<file path="src/sv/i2cdw_pkg.sv">
// ----------------------------------------------------------------------------
// i2cdw_pkg
// Shared types, controller status codes and byte selection for the I2C
// dual write sequencer.
// ----------------------------------------------------------------------------
package i2cdw_pkg;

   // item command codes
   localparam logic CMD_LOAD = 1'b0;
   localparam logic CMD_POLL = 1'b1;

   // controller status codes
   localparam logic [7:0] ST_START      = 8'h08;
   localparam logic [7:0] ST_RESTART    = 8'h10;
   localparam logic [7:0] ST_ADDR_ACK   = 8'h18;
   localparam logic [7:0] ST_ADDR_NACK  = 8'h20;
   localparam logic [7:0] ST_DATA_ACK   = 8'h28;
   localparam logic [7:0] ST_DATA_NACK  = 8'h30;

   // register indexes
   localparam int CSR_INDEX_W = 2;
   localparam logic [CSR_INDEX_W-1:0] CSR_ADDRESS_A      = 2'd0;
   localparam logic [CSR_INDEX_W-1:0] CSR_ADDRESS_B      = 2'd1;
   localparam logic [CSR_INDEX_W-1:0] CSR_COMMAND_BYTE   = 2'd2;
   localparam logic [CSR_INDEX_W-1:0] CSR_TIMEOUT_RELOAD = 2'd3;
   localparam int CSR_DATA_W = 16;

   // timeout counter
   localparam int TIMEOUT_W = 17;
   localparam logic [15:0]          TIMEOUT_RELOAD_RESET = 16'd1000;
   localparam logic [TIMEOUT_W-1:0] TIMEOUT_COUNT_RESET  = 17'd1000;

   // byte positions in the two frames
   localparam logic [2:0] IDX_FIRST_FRAME_END = 3'd3;
   localparam logic [2:0] IDX_DONE            = 3'd6;

   typedef struct packed {
      logic [7:0]  address_a;
      logic [7:0]  address_b;
      logic [7:0]  command_byte;
      logic [15:0] timeout_reload;
   } cfg_type;

   typedef struct packed {
      logic       command;
      logic [7:0] value_a;
      logic [7:0] value_b;
      logic       event_pending;
      logic [7:0] bus_status;
   } req_type;

   typedef struct packed {
      logic       load_data;
      logic [7:0] data_byte;
      logic       request_start;
      logic       request_stop;
      logic       clear_interrupt;
      logic       clear_start;
      logic       clear_ack;
      logic       busy_res;
      logic       timed_out;
   } rsp_type;

   // byte sent at a given position of the two frames
   function automatic logic [7:0] byte_at(
      input logic [2:0] idx,
      input cfg_type    cfg,
      input logic [7:0] data_a,
      input logic [7:0] data_b
   );
      logic [7:0] b;
      case (idx)
         3'd0:    b = cfg.address_a;
         3'd1:    b = cfg.command_byte;
         3'd2:    b = data_a;
         3'd3:    b = cfg.address_b;
         3'd4:    b = cfg.command_byte;
         3'd5:    b = data_b;
         default: b = 8'h00;
      endcase
      return b;
   endfunction

endpackage

</file>
<file path="src/sv/i2cdw_csr.sv">
// ----------------------------------------------------------------------------
// i2cdw_csr
// Configuration registers: slave addresses, command byte, timeout reload.
// ----------------------------------------------------------------------------
module i2cdw_csr
   import i2cdw_pkg::*;
(
   input  logic                   clock,
   input  logic                   reset,
   input  logic                   csr_valid,
   output logic                   csr_ready,
   input  logic [CSR_INDEX_W-1:0] csr_index,
   input  logic [CSR_DATA_W-1:0]  csr_data,
   output cfg_type                cfg
);

   cfg_type cfg_ff;
   cfg_type cfg_in;

   // writes always taken
   assign csr_ready = 1'b1;

   // register decode
   always_comb begin
      cfg_in = cfg_ff;
      if (csr_valid) begin
         unique case (csr_index)
            CSR_ADDRESS_A:      cfg_in.address_a      = csr_data[7:0];
            CSR_ADDRESS_B:      cfg_in.address_b      = csr_data[7:0];
            CSR_COMMAND_BYTE:   cfg_in.command_byte   = csr_data[7:0];
            CSR_TIMEOUT_RELOAD: cfg_in.timeout_reload = csr_data;
            default:            cfg_in = cfg_ff;
         endcase
      end
   end

   always_ff @(posedge clock) begin
      if (reset) begin
         cfg_ff.address_a      <= 8'h00;
         cfg_ff.address_b      <= 8'h00;
         cfg_ff.command_byte   <= 8'h00;
         cfg_ff.timeout_reload <= TIMEOUT_RELOAD_RESET;
      end else begin
         cfg_ff <= cfg_in;
      end
   end

   assign cfg = cfg_ff;

endmodule

</file>
<file path="src/sv/i2cdw_core.sv">
// ----------------------------------------------------------------------------
// i2cdw_core
// Sequencer state and the per-item decision: maps a load or a status poll
// to controller requests and updates busy, byte index and timeout.
// ----------------------------------------------------------------------------
module i2cdw_core
   import i2cdw_pkg::*;
(
   input  logic    clock,
   input  logic    reset,
   input  logic    step,
   input  req_type req,
   input  cfg_type cfg,
   output rsp_type rsp
);

   logic                 busy_ff, busy_in;
   logic [2:0]           byte_index_ff, byte_index_in;
   logic [TIMEOUT_W-1:0] timeout_count_ff, timeout_count_in;
   logic [7:0]           data_a_ff, data_a_in;
   logic [7:0]           data_b_ff, data_b_in;
   logic [TIMEOUT_W-1:0] count_dec;
   logic [TIMEOUT_W-1:0] count_reload;

   assign count_dec    = timeout_count_ff - TIMEOUT_W'(1);
   assign count_reload = {1'b0, cfg.timeout_reload};

   // item decision
   always_comb begin
      busy_in          = busy_ff;
      byte_index_in    = byte_index_ff;
      timeout_count_in = timeout_count_ff;
      data_a_in        = data_a_ff;
      data_b_in        = data_b_ff;
      rsp              = '0;
      if (step) begin
         if (req.command == CMD_LOAD) begin
            data_a_in         = req.value_a;
            data_b_in         = req.value_b;
            busy_in           = 1'b1;
            rsp.request_start = 1'b1;
         end else if (busy_ff) begin
            timeout_count_in = count_dec;
            if (count_dec[TIMEOUT_W-1]) begin
               // timeout expired, abandon with stop
               timeout_count_in    = count_reload;
               busy_in             = 1'b0;
               rsp.request_stop    = 1'b1;
               rsp.clear_interrupt = 1'b1;
               rsp.clear_start     = 1'b1;
               rsp.clear_ack       = 1'b1;
               rsp.timed_out       = 1'b1;
            end else if (req.event_pending) begin
               case (req.bus_status)
                  ST_START: begin
                     timeout_count_in    = count_reload;
                     rsp.load_data       = 1'b1;
                     rsp.data_byte       = byte_at(3'd0, cfg, data_a_ff, data_b_ff);
                     byte_index_in       = 3'd1;
                     rsp.clear_interrupt = 1'b1;
                     rsp.clear_start     = 1'b1;
                  end
                  ST_RESTART: begin
                     rsp.load_data       = 1'b1;
                     rsp.data_byte       = byte_at(byte_index_ff, cfg, data_a_ff, data_b_ff);
                     byte_index_in       = byte_index_ff + 3'd1;
                     rsp.clear_interrupt = 1'b1;
                     rsp.clear_start     = 1'b1;
                  end
                  ST_ADDR_ACK: begin
                     rsp.load_data       = 1'b1;
                     rsp.data_byte       = byte_at(byte_index_ff, cfg, data_a_ff, data_b_ff);
                     byte_index_in       = byte_index_ff + 3'd1;
                     rsp.clear_interrupt = 1'b1;
                  end
                  ST_DATA_ACK: begin
                     if (byte_index_ff == IDX_DONE) begin
                        busy_in          = 1'b0;
                        rsp.request_stop = 1'b1;
                     end else if (byte_index_ff == IDX_FIRST_FRAME_END) begin
                        rsp.request_start = 1'b1;
                     end else begin
                        rsp.load_data = 1'b1;
                        rsp.data_byte = byte_at(byte_index_ff, cfg, data_a_ff, data_b_ff);
                        byte_index_in = byte_index_ff + 3'd1;
                     end
                     rsp.clear_interrupt = 1'b1;
                  end
                  ST_ADDR_NACK, ST_DATA_NACK: begin
                     busy_in             = 1'b0;
                     rsp.request_stop    = 1'b1;
                     rsp.clear_interrupt = 1'b1;
                     rsp.clear_start     = 1'b1;
                  end
                  default: begin
                     busy_in = busy_ff;
                  end
               endcase
            end
         end
      end
      rsp.busy_res = busy_in;
   end

   always_ff @(posedge clock) begin
      if (reset) begin
         busy_ff          <= 1'b0;
         byte_index_ff    <= 3'd0;
         timeout_count_ff <= TIMEOUT_COUNT_RESET;
         data_a_ff        <= 8'h00;
         data_b_ff        <= 8'h00;
      end else begin
         busy_ff          <= busy_in;
         byte_index_ff    <= byte_index_in;
         timeout_count_ff <= timeout_count_in;
         data_a_ff        <= data_a_in;
         data_b_ff        <= data_b_in;
      end
   end

endmodule

</file>
<file path="src/sv/i2c_dual_write_sequencer.sv">
// ----------------------------------------------------------------------------
// i2c_dual_write_sequencer
// I2C master write sequencer for two three-byte frames joined by a
// repeated start, driven by controller status polls.
// ----------------------------------------------------------------------------
// Each req beat (a load or a status poll) yields exactly one rsp beat. A beat
// is registered on entry, decided against the sequencer state, and lands in
// the result register, so one beat per cycle is sustained while rsp_ready is
// high. The input register is refilled in the same cycle that its beat moves
// into a free result register.
// Configuration writes are taken at any time with csr_ready held high and
// should be issued only while no beat is in flight.
// ----------------------------------------------------------------------------
module i2c_dual_write_sequencer
   import i2cdw_pkg::*;
(
   input  logic                   clock,
   input  logic                   reset,
   // configuration
   input  logic                   csr_valid,
   output logic                   csr_ready,
   input  logic [CSR_INDEX_W-1:0] csr_index,
   input  logic [CSR_DATA_W-1:0]  csr_data,
   // request channel
   input  logic                   req_valid,
   output logic                   req_ready,
   input  logic                   req_command,
   input  logic [7:0]             req_value_a,
   input  logic [7:0]             req_value_b,
   input  logic                   req_event_pending,
   input  logic [7:0]             req_bus_status,
   // response channel
   output logic                   rsp_valid,
   input  logic                   rsp_ready,
   output logic                   rsp_load_data,
   output logic [7:0]             rsp_data_byte,
   output logic                   rsp_request_start,
   output logic                   rsp_request_stop,
   output logic                   rsp_clear_interrupt,
   output logic                   rsp_clear_start,
   output logic                   rsp_clear_ack,
   output logic                   rsp_busy_res,
   output logic                   rsp_timed_out
);

   cfg_type cfg;
   req_type req_ff, req_in;
   logic    req_valid_ff, req_valid_in;
   rsp_type rsp_ff, rsp_in, rsp_next;
   logic    rsp_valid_ff, rsp_valid_in;
   logic    advance;

   i2cdw_csr u_csr (
      .clock     (clock),
      .reset     (reset),
      .csr_valid (csr_valid),
      .csr_ready (csr_ready),
      .csr_index (csr_index),
      .csr_data  (csr_data),
      .cfg       (cfg)
   );

   i2cdw_core u_core (
      .clock (clock),
      .reset (reset),
      .step  (advance),
      .req   (req_ff),
      .cfg   (cfg),
      .rsp   (rsp_next)
   );

   // beat moves from input register to result register
   assign advance   = req_valid_ff && (!rsp_valid_ff || rsp_ready);
   assign req_ready = !req_valid_ff || advance;

   // input register
   always_comb begin
      req_in       = req_ff;
      req_valid_in = req_valid_ff && !advance;
      if (req_valid && req_ready) begin
         req_in.command       = req_command;
         req_in.value_a       = req_value_a;
         req_in.value_b       = req_value_b;
         req_in.event_pending = req_event_pending;
         req_in.bus_status    = req_bus_status;
         req_valid_in         = 1'b1;
      end
   end

   // result register
   always_comb begin
      rsp_in       = rsp_ff;
      rsp_valid_in = rsp_valid_ff && !rsp_ready;
      if (advance) begin
         rsp_in       = rsp_next;
         rsp_valid_in = 1'b1;
      end
   end

   always_ff @(posedge clock) begin
      if (reset) begin
         req_valid_ff <= 1'b0;
         rsp_valid_ff <= 1'b0;
      end else begin
         req_valid_ff <= req_valid_in;
         rsp_valid_ff <= rsp_valid_in;
      end
   end

   always_ff @(posedge clock) begin
      req_ff <= req_in;
      rsp_ff <= rsp_in;
   end

   assign rsp_valid           = rsp_valid_ff;
   assign rsp_load_data       = rsp_ff.load_data;
   assign rsp_data_byte       = rsp_ff.data_byte;
   assign rsp_request_start   = rsp_ff.request_start;
   assign rsp_request_stop    = rsp_ff.request_stop;
   assign rsp_clear_interrupt = rsp_ff.clear_interrupt;
   assign rsp_clear_start     = rsp_ff.clear_start;
   assign rsp_clear_ack       = rsp_ff.clear_ack;
   assign rsp_busy_res        = rsp_ff.busy_res;
   assign rsp_timed_out       = rsp_ff.timed_out;

endmodule

</file>
<file path="config.mk">
export PLATFORM = sky130hd
export DESIGN_NAME = i2c_dual_write_sequencer
export DESIGN_NICKNAME = d
export VERILOG_FILES = /design/src/sv/i2cdw_pkg.sv /design/src/sv/i2cdw_csr.sv /design/src/sv/i2cdw_core.sv /design/src/sv/i2c_dual_write_sequencer.sv
export SDC_FILE = /design/constraint.sdc
export NUM_CORES = 1
export LEC_CHECK = 0
export BUFFER_PORTS_ARGS = -buffer_cell sky130_fd_sc_hd__buf_2
export CAP_MARGIN = 10
export CORE_ASPECT_RATIO = 1.25
export CORE_UTILIZATION = 39
export CTS_CLUSTER_SIZE = 16
export DETAILED_ROUTE_END_ITERATION = 10
export GPL_TIMING_DRIVEN = 0
export PLACE_DENSITY = 0.6
export REMOVE_ABC_BUFFERS = 1
export SLEW_MARGIN = 10
export SYNTH_ARGS = -nofsm -noshare
export SYNTH_HDL_FRONTEND = slang
export SYNTH_HIERARCHICAL = 1
export SYNTH_SLANG_ARGS = --single-unit
</file>
<file path="constraint.sdc">
create_clock -name clock -period 2.47 [get_ports clock]
set_input_delay 0.494 -clock clock [delete_from_list [all_inputs] [get_ports clock]]
set_output_delay 0.494 -clock clock [all_outputs]
set_load 0.005 [all_outputs]
</file>
==> results.yml, run 1 <==
finish:
  nets: 654
  drive_gt1_frac: 0.1944
  fin_cells: 787
  post-route-util: 0.4719
  antenna_cells: 0
  area_delta_synth_final_pct: 16.91
  stdcell_area_um2: 6575
cts:
  clkSinkCount: 120
  cts_buffer_depth: 2
  cts_setup_buffers: 0
  cts_tree: "built"
  cts_buffers: 17
  cts_root_buf: "clkbuf_16"
  clk_pin_slew_worst_paths_ps: 50
  clock_latency_ps: 410
  htree_levels: 4
placed_design:
  place_ws_ps: -397.9
  dp_hpwl_um: 8895
  dp_cells: 755
  dpl-instance-area_um2: 6016
  io_buffers: 66
  gp_congestion: 0.8036
grt:
  antenna_found_initial: 0
  grt_pass1_wl_um: 20130
  grtUsageMet2: 0.3099
  grt_util_all_layers: 0.1801
  grt-ovfl-total: 0
  grt_most_used_layer: "met2"
  grt_start_max_net_pins: 64
  use_met3: 0.05034
  grt_pass1_vias: 4005
  gr-usage-met1: 0.2061
die:
  rows: 48
  dieArea_um2: 14910
  initial_core_util: 0.4036
  die_w_um: 109.4
  ios: 68
  die_height_um: 136.3
  core_um2: 13930
setup_path:
  cpPeakStageDelay_ps: 550
  reg2reg_to: "u_core/timeout_count_ff[5]$_SDFFE_PP1P_"
  cp-end-kind: "flop"
  crit_chain: "nor4_1 -> nand3_1 -> and2_1 -> mux2_1 -> o32a_1"
  slowest_stage: "nor4_1"
  startpoint: "req_ff[1]$_DFFE_PP_"
  critPathLaunchType: "flop"
  worstPathMaxFanout: 11
  critPathKind: "flop to flop"
  cp.required_ps: 2770
  cp.arrival_ps: 2720
  cp_top_family: "simple AND/OR/NAND/NOR gates"
  path_buf_inv: 0
  r2r_slack_ps: 50
  r2r-start: "req_ff[1]$_DFFE_PP_"
  reg2regPathDepth: 5
synthesis:
  yosys-top-cells-area: "dfxtp_1 28%, edfxtp_1 22%, mux2i_1 8.2%, nand2b_1 6.1%, nand2_1 3.9%"
  synth.distinct_cells: 68
  ys_ff_latch: 120
  async_flop_share: 0
  synth_edf_count: 42
  yosysTopAreaCell: "dfxtp_1"
  mappedNetlistArea_um2: 5624
  synthCells: 549
  synth_top_area_frac: 0.2776
  yosysSeqAreaShare: 0.5019
  synthFlopType: "dfxtp_1"
  syn_area_per_cell_um2: 10.24
  yosysWarningCount: 6
worst_hold_path:
  min_from: "req_value_a[6]"
  holdCritPathClass: "input pin to flop"
  hold-path-cell-count: 1
  hold_end: "req_ff[23]$_DFFE_PP_"
power:
  cellPowerDensity_nw_per_um2: 697.0
  power_mw: 4.583
  p_leak_nw: 2.526
  peakVddDrop_mv: 0.4589
timing:
  hold_violations: 0
  setup_viol: 0
  max_freq_mhz: 413.2
  tns_ps: 0
  post-route-period-util: 0.9797
  holdWs_ps: 250.5
  worst_slew_pin_slew_ps: 1059
  skew_ps: 10.12
  finalCriticalPeriod_ps: 2420
  worst_slack_ps: 50.09
  rsz0062_at_grt: "false"
  final_max_slew_viol_count: 0
  maxSlewHeadroom: 0.2915
routing:
  wire_per_inst_um: 15.89
  dr.pass1.iters: 6
  detail-route-antenna-nets: 0
  vias: 4201
  wl_um: 12500
  vias_per_cell: 5.338
  drc: 0
  drtIter0Drc: 361
job:
  cap_viol_max_count: 0
run_status:
  status: "finished clean"
==> placed cells by master, fill, tap and decap left out, drive strengths merged, types with 8 or more instances in the layout <==
cell type,n
dfxtp,78
nand3,11
a211oi,8
buf,67
nand2b,55
nor2,30
mux2i,46
a21oi,43
inv,11
edfxtp,42
a221o,9
clkbuf,21
o21ai,12
nand2,58
nor3,9
clkinv,10
a22oi,11
nand4,12
a222oi,8
==> flip-flops by register name (all words and copies together) (netlist names), 3 cells and up <==
name and flops:
u_core/data_a_ff 8, u_core/byte_index_ff 3, u_core/data_b_ff 8, rsp_data_byte 8, u_csr/cfg 40, req_ff 26
u_core/timeout_count_ff 16
==> worst max-delay path by stage <==
stage                                                         end  slack (ps)  cells past startpoint
final                     u_core/timeout_count_ff[5]$_SDFFE_PP1P_          50                      5
after global routing         u_core/byte_index_ff[2]$_SDFFE_PP0P_         0.7                      7
after CTS                    u_core/byte_index_ff[2]$_SDFFE_PP0P_          40                      7
after detailed placement               rsp_data_byte[5]$_DFFE_PP_        -400                      7
after global placement                 rsp_data_byte[5]$_DFFE_PP_        -300                      7
after floorplan              u_core/byte_index_ff[2]$_SDFFE_PP0P_         250                      7
==> per-layer routing <==
layer  vias up  part of all wire
met4         0             0.023
met5         -                 0
met2        94              0.51
met3        20             0.038
met1      1979              0.42
li1       2108                 -
==> layout make-up <==
type,count,area (um2)
fillers,1326,7358
flip-flops and latches,120,2823
multi-input cells,382,2610
clock buffers,21,450.4
repair buffers,67,352.8
well taps,175,219.0
clock inverters,11,78.83
inverters,11,41.29
==> worst register-to-register path, delay by kind of cell (launching register included) <==
kind | cells | cell delay (ps)
flip-flops | 1 | 380
AND/OR/NAND/NOR | 3 | 1400
multiplexers | 1 | 380
AO/OA/AOI/OAI | 1 | 150
==> cell families (layout without fill, tap and decap cells) <==
kind of cell	count (synthesis)	after routing	synth area share
AO/OA/AOI/OAI	112	112	0.1384
adder cells (fa/ha/maj)	6	6	0.01335
buffers and inverters	47	110	0.03938
flip-flops	120	120	0.5019
multiplexers	47	47	0.08387
other	1	1	0.0006668
AND/OR/NAND/NOR	216	216	0.2225
==> synth_stat cells, types with 4 or more instances <==
library cell  count
a211oi_1          7
a21oi_1          42
a221o_1           9
a222oi_1          8
a22oi_1          10
buf_2             6
buf_4             4
clkbuf_1         22
dfxtp_1          78
edfxtp_1         42
ha_1              6
inv_1            10
mux2i_1          46
nand2_1          58
nand2b_1         55
nand3_1          10
nand3b_1          5
nand4_1          12
nor2_1           30
nor3_1            8
o21ai_1          10
o32ai_1           4
==> timing repair <==
| item | 4_1_cts | 5_1_grt |
|---|---|---|
| hold buffers | 0 | 0 |
| endpoints found under the setup margin | 10 | 14 |
| pin swaps | 0 | 1 |
| gates resized for setup | 2 | 6 |
==> report_power, final <==
part           total [mW]  internal (mW)  switching, mW
Clock                2.19           1.30          0.882
Combinational       0.233          0.105          0.129
Sequential           2.16           2.12         0.0444
(Power assumes the default switching activity.)
==> inputs of run 2 (changes only) <==
Settings changed: PLACE_DENSITY 0.6 to 0.61, SYNTH_HIERARCHICAL 1 to unset.
==> results.yml, run 2 <==
setup_path:
  cp_top_family: "simple AND/OR/NAND/NOR gates"
  cpPeakStageDelay_ps: 630
  critPathLaunchType: "flop"
  reg2regPathDepth: 5
  path_buf_inv: 0
  worstPathMaxFanout: 8
  cp-end-kind: "flop"
  slowest_stage: "or4_4"
  cp.arrival_ps: 2620
  crit_cells: 5
  critPathKind: "flop to flop"
  cp.required_ps: 2690
  crit_chain: "or4_4 -> a2111oi_4 -> nand4_4 -> or3_4 -> o22ai_1"
synthesis:
  synth_top_family_by_area: "simple AND/OR/NAND/NOR gates"
  synthMuxAreaShare: 0.06366
  mappedNetlistArea_um2: 5268
  ys_ff_latch: 119
  synth_xor_area_frac: 0
  synth_edf_count: 41
  synth_compound_area_frac: 0.1546
  synth-simple-area-share: 0.1971
  yosys-top-cells-count: "80 x nand2_1, 78 x dfxtp_1, 52 x a21oi_1"
  synth.distinct_cells: 61
  yosysSeqAreaShare: 0.5302
  yosysTopAreaCell: "dfxtp_1"
  yosys-top-cells-area: "dfxtp_1 30%, edfxtp_1 23%, nand2_1 5.7%, mux2i_1 5.5%, a21oi_1 4.9%"
  synthAdderAreaFrac: 0.01425
  synthCells: 536
  synthFlopType: "dfxtp_1"
  synth_most_common_cell: "nand2_1"
  yosysWarningCount: 0
  async_flop_share: 0
  synth_top_area_frac: 0.2964
  syn_area_per_cell_um2: 9.828
power:
  p_leak_nw: 2.405
  pwr-share-comb: 0.043
  peakVddDrop_mv: 0.4199
  power_frac_seq: 0.432
  netSwitchingFraction: 0.2105
  clkPwrFrac: 0.525
  cellPowerDensity_nw_per_um2: 769.2
  intPower_mw: 3.915
  switching_power_mw: 1.044
finish:
  largest_reg_flops: 40
  area_delta_synth_final_pct: 22.38
  layout_common_cells: "79 x nand2_1, 77 x dfxtp_1, 65 x buf_2"
  nets: 652
  fillers: 1254
  layout_commonest_cell: "nand2_1"
  multi_input_area_um2: 2327
  seqCellArea_um2: 2794
  fin_cells: 782
  drive_gt1_frac: 0.2213
grt:
  grt_start_max_net_pins: 81
  grt_pass1_wl_um: 20240
  grt-ovfl-total: 0
  antenna_found_initial: 1
  grt_pass1_vias: 4231
  grt_util_all_layers: 0.1841
placed_design:
  gp_congestion: 0.9016
  dp_hpwl_um: 8399
  dp_cells: 740
  place_ws_ps: -592.2
  io_buffers: 66
routing:
  detail-route-antenna-nets: 0
  drc: 0
  wl_um: 12180
  wire_per_inst_um: 15.57
  drtIter0Drc: 326
  vias_per_cell: 5.395
  dr.pass1.iters: 6
  vias: 4219
timing:
  skew_ps: 6.741
  rsz0062_at_grt: "false"
  holdWs_ps: 255.2
  worst_slack_ps: 71.78
  hold_violations: 0
  maxSlewHeadroom: 0.3619
  worst_slew_pin_slew_ps: 953.6
  final_max_slew_viol_count: 0
  setup_viol: 0
  finalCriticalPeriod_ps: 2398
  post-route-period-util: 0.9709
  max_freq_mhz: 417.0
worst_hold_path:
  hold-path-cell-count: 1
  holdCritPathClass: "input pin to flop"
die:
  ios: 68
  dieArea_um2: 13980
  die_height_um: 131.9
  rows: 47
  initial_core_util: 0.3981
  die_w_um: 106.0
  core_um2: 13230
cts:
  cts_tree: "built"
  htree_levels: 4
  cts_root_buf: "clkbuf_16"
  clk_pin_slew_worst_paths_ps: 50
  cts_hold_buf: 0
  clock_latency_ps: 410
  clkSinkCount: 119
  cts_buffer_depth: 2
  cts_buffers: 17
job:
  cap_viol_max_count: 0
run_status:
  status: "finished clean"
-- run 2: changes by cell type after synthesis, sizes merged, moves of 8 or more --
| cell | delta |
|---|---|
| or3 | +9 |
| nand2 | +22 |
| a221o | -8 |
| a22o | +9 |
| nand2b | -49 |
| nor2 | +13 |
| mux2i | -17 |
| a21oi | +9 |
-- run 2: path summary, 6_finish.rpt --
check	from	end	slack, ps
setup / recovery	req_ff[1]$_DFFE_PP_	rsp_data_byte[3]$_SDFFCE_PP0P_	70
hold / removal	req_bus_status[3]	req_ff[3]$_DFFE_PP_	260
setup reg to reg	req_ff[1]$_DFFE_PP_	rsp_data_byte[3]$_SDFFCE_PP0P_	70
hold reg to reg	u_csr.cfg[2]$_SDFFE_PP0P_	u_csr.cfg[2]$_SDFFE_PP0P_	460
-- run 2: timing repair --
action / CTS / global route
endpoints found under the setup margin: 29 / 11
pin swaps: 3 / 2
gates resized for setup: 5 / 7
endpoints found under the hold margin: 0 / 0
buffers inserted: 6 / 3
-- run 2: final cells by class --
type | count | area share
clock buffer | 21 | 0.07648
inverter | 14 | 0.008152
sequential | 119 | 0.4334
multi-input combinational | 369 | 0.3610
clock inverter | 11 | 0.02213
tap | 171 | 0.03319
antenna | 1 | 0.0003882
timing repair buffer | 76 | 0.06522
-- run 2: stage by stage --
step / total power [mW] / instance area, um2 / utilization / setup TNS, ps
2_1_floorplan: 2.281 / 5112 / - / -39.51
3_3_place_gp: 2.386 / 5657 / 0.4275 / -13040
3_5_place_dp: 2.394 / 5677 / 0.4290 / -8759
4_1_cts: 4.989 / 6381 / 0.4823 / 0
5_1_grt: 5.124 / 6446 / 0.4872 / 0
6_report: 4.959 / 6446 / 0.4872 / 0
-- run 2: routing by layer --
layer	wire, um	vias to the layer above	GRT usage
li1	-	2085	-
met1	4909	1979	0.2022
met2	6394	119	0.3235
met3	484	36	0.04350
met4	389	0	0.1026
met5	0	-	0
-- run 2: kinds of logic after synthesis --
family / Yosys count
flops: 119
mux: 33
buf+inv: 48
fa+ha+maj: 6
simple gates: 207
other cells: 1
compound gates: 122
-- run 2: worst reg2reg max path, cell delays in order (launching register included) --
cell       delay [ps]
edfxtp_1          360
or4_4             630
a2111oi_4         330
nand4_4           160
or3_4             460
o22ai_1           280
-- run 2: power groups by stage --
stage / Clock (mW) / Combinational (mW) / Sequential, mW
6_report: 2.60 / 0.214 / 2.14
5_1_grt: 2.74 / 0.241 / 2.15
4_1_cts: 2.63 / 0.215 / 2.14
3_5_place_dp: 0 / 0.213 / 2.18
3_3_place_gp: 0 / 0.206 / 2.18
2_1_floorplan: 0 / 0.111 / 2.17
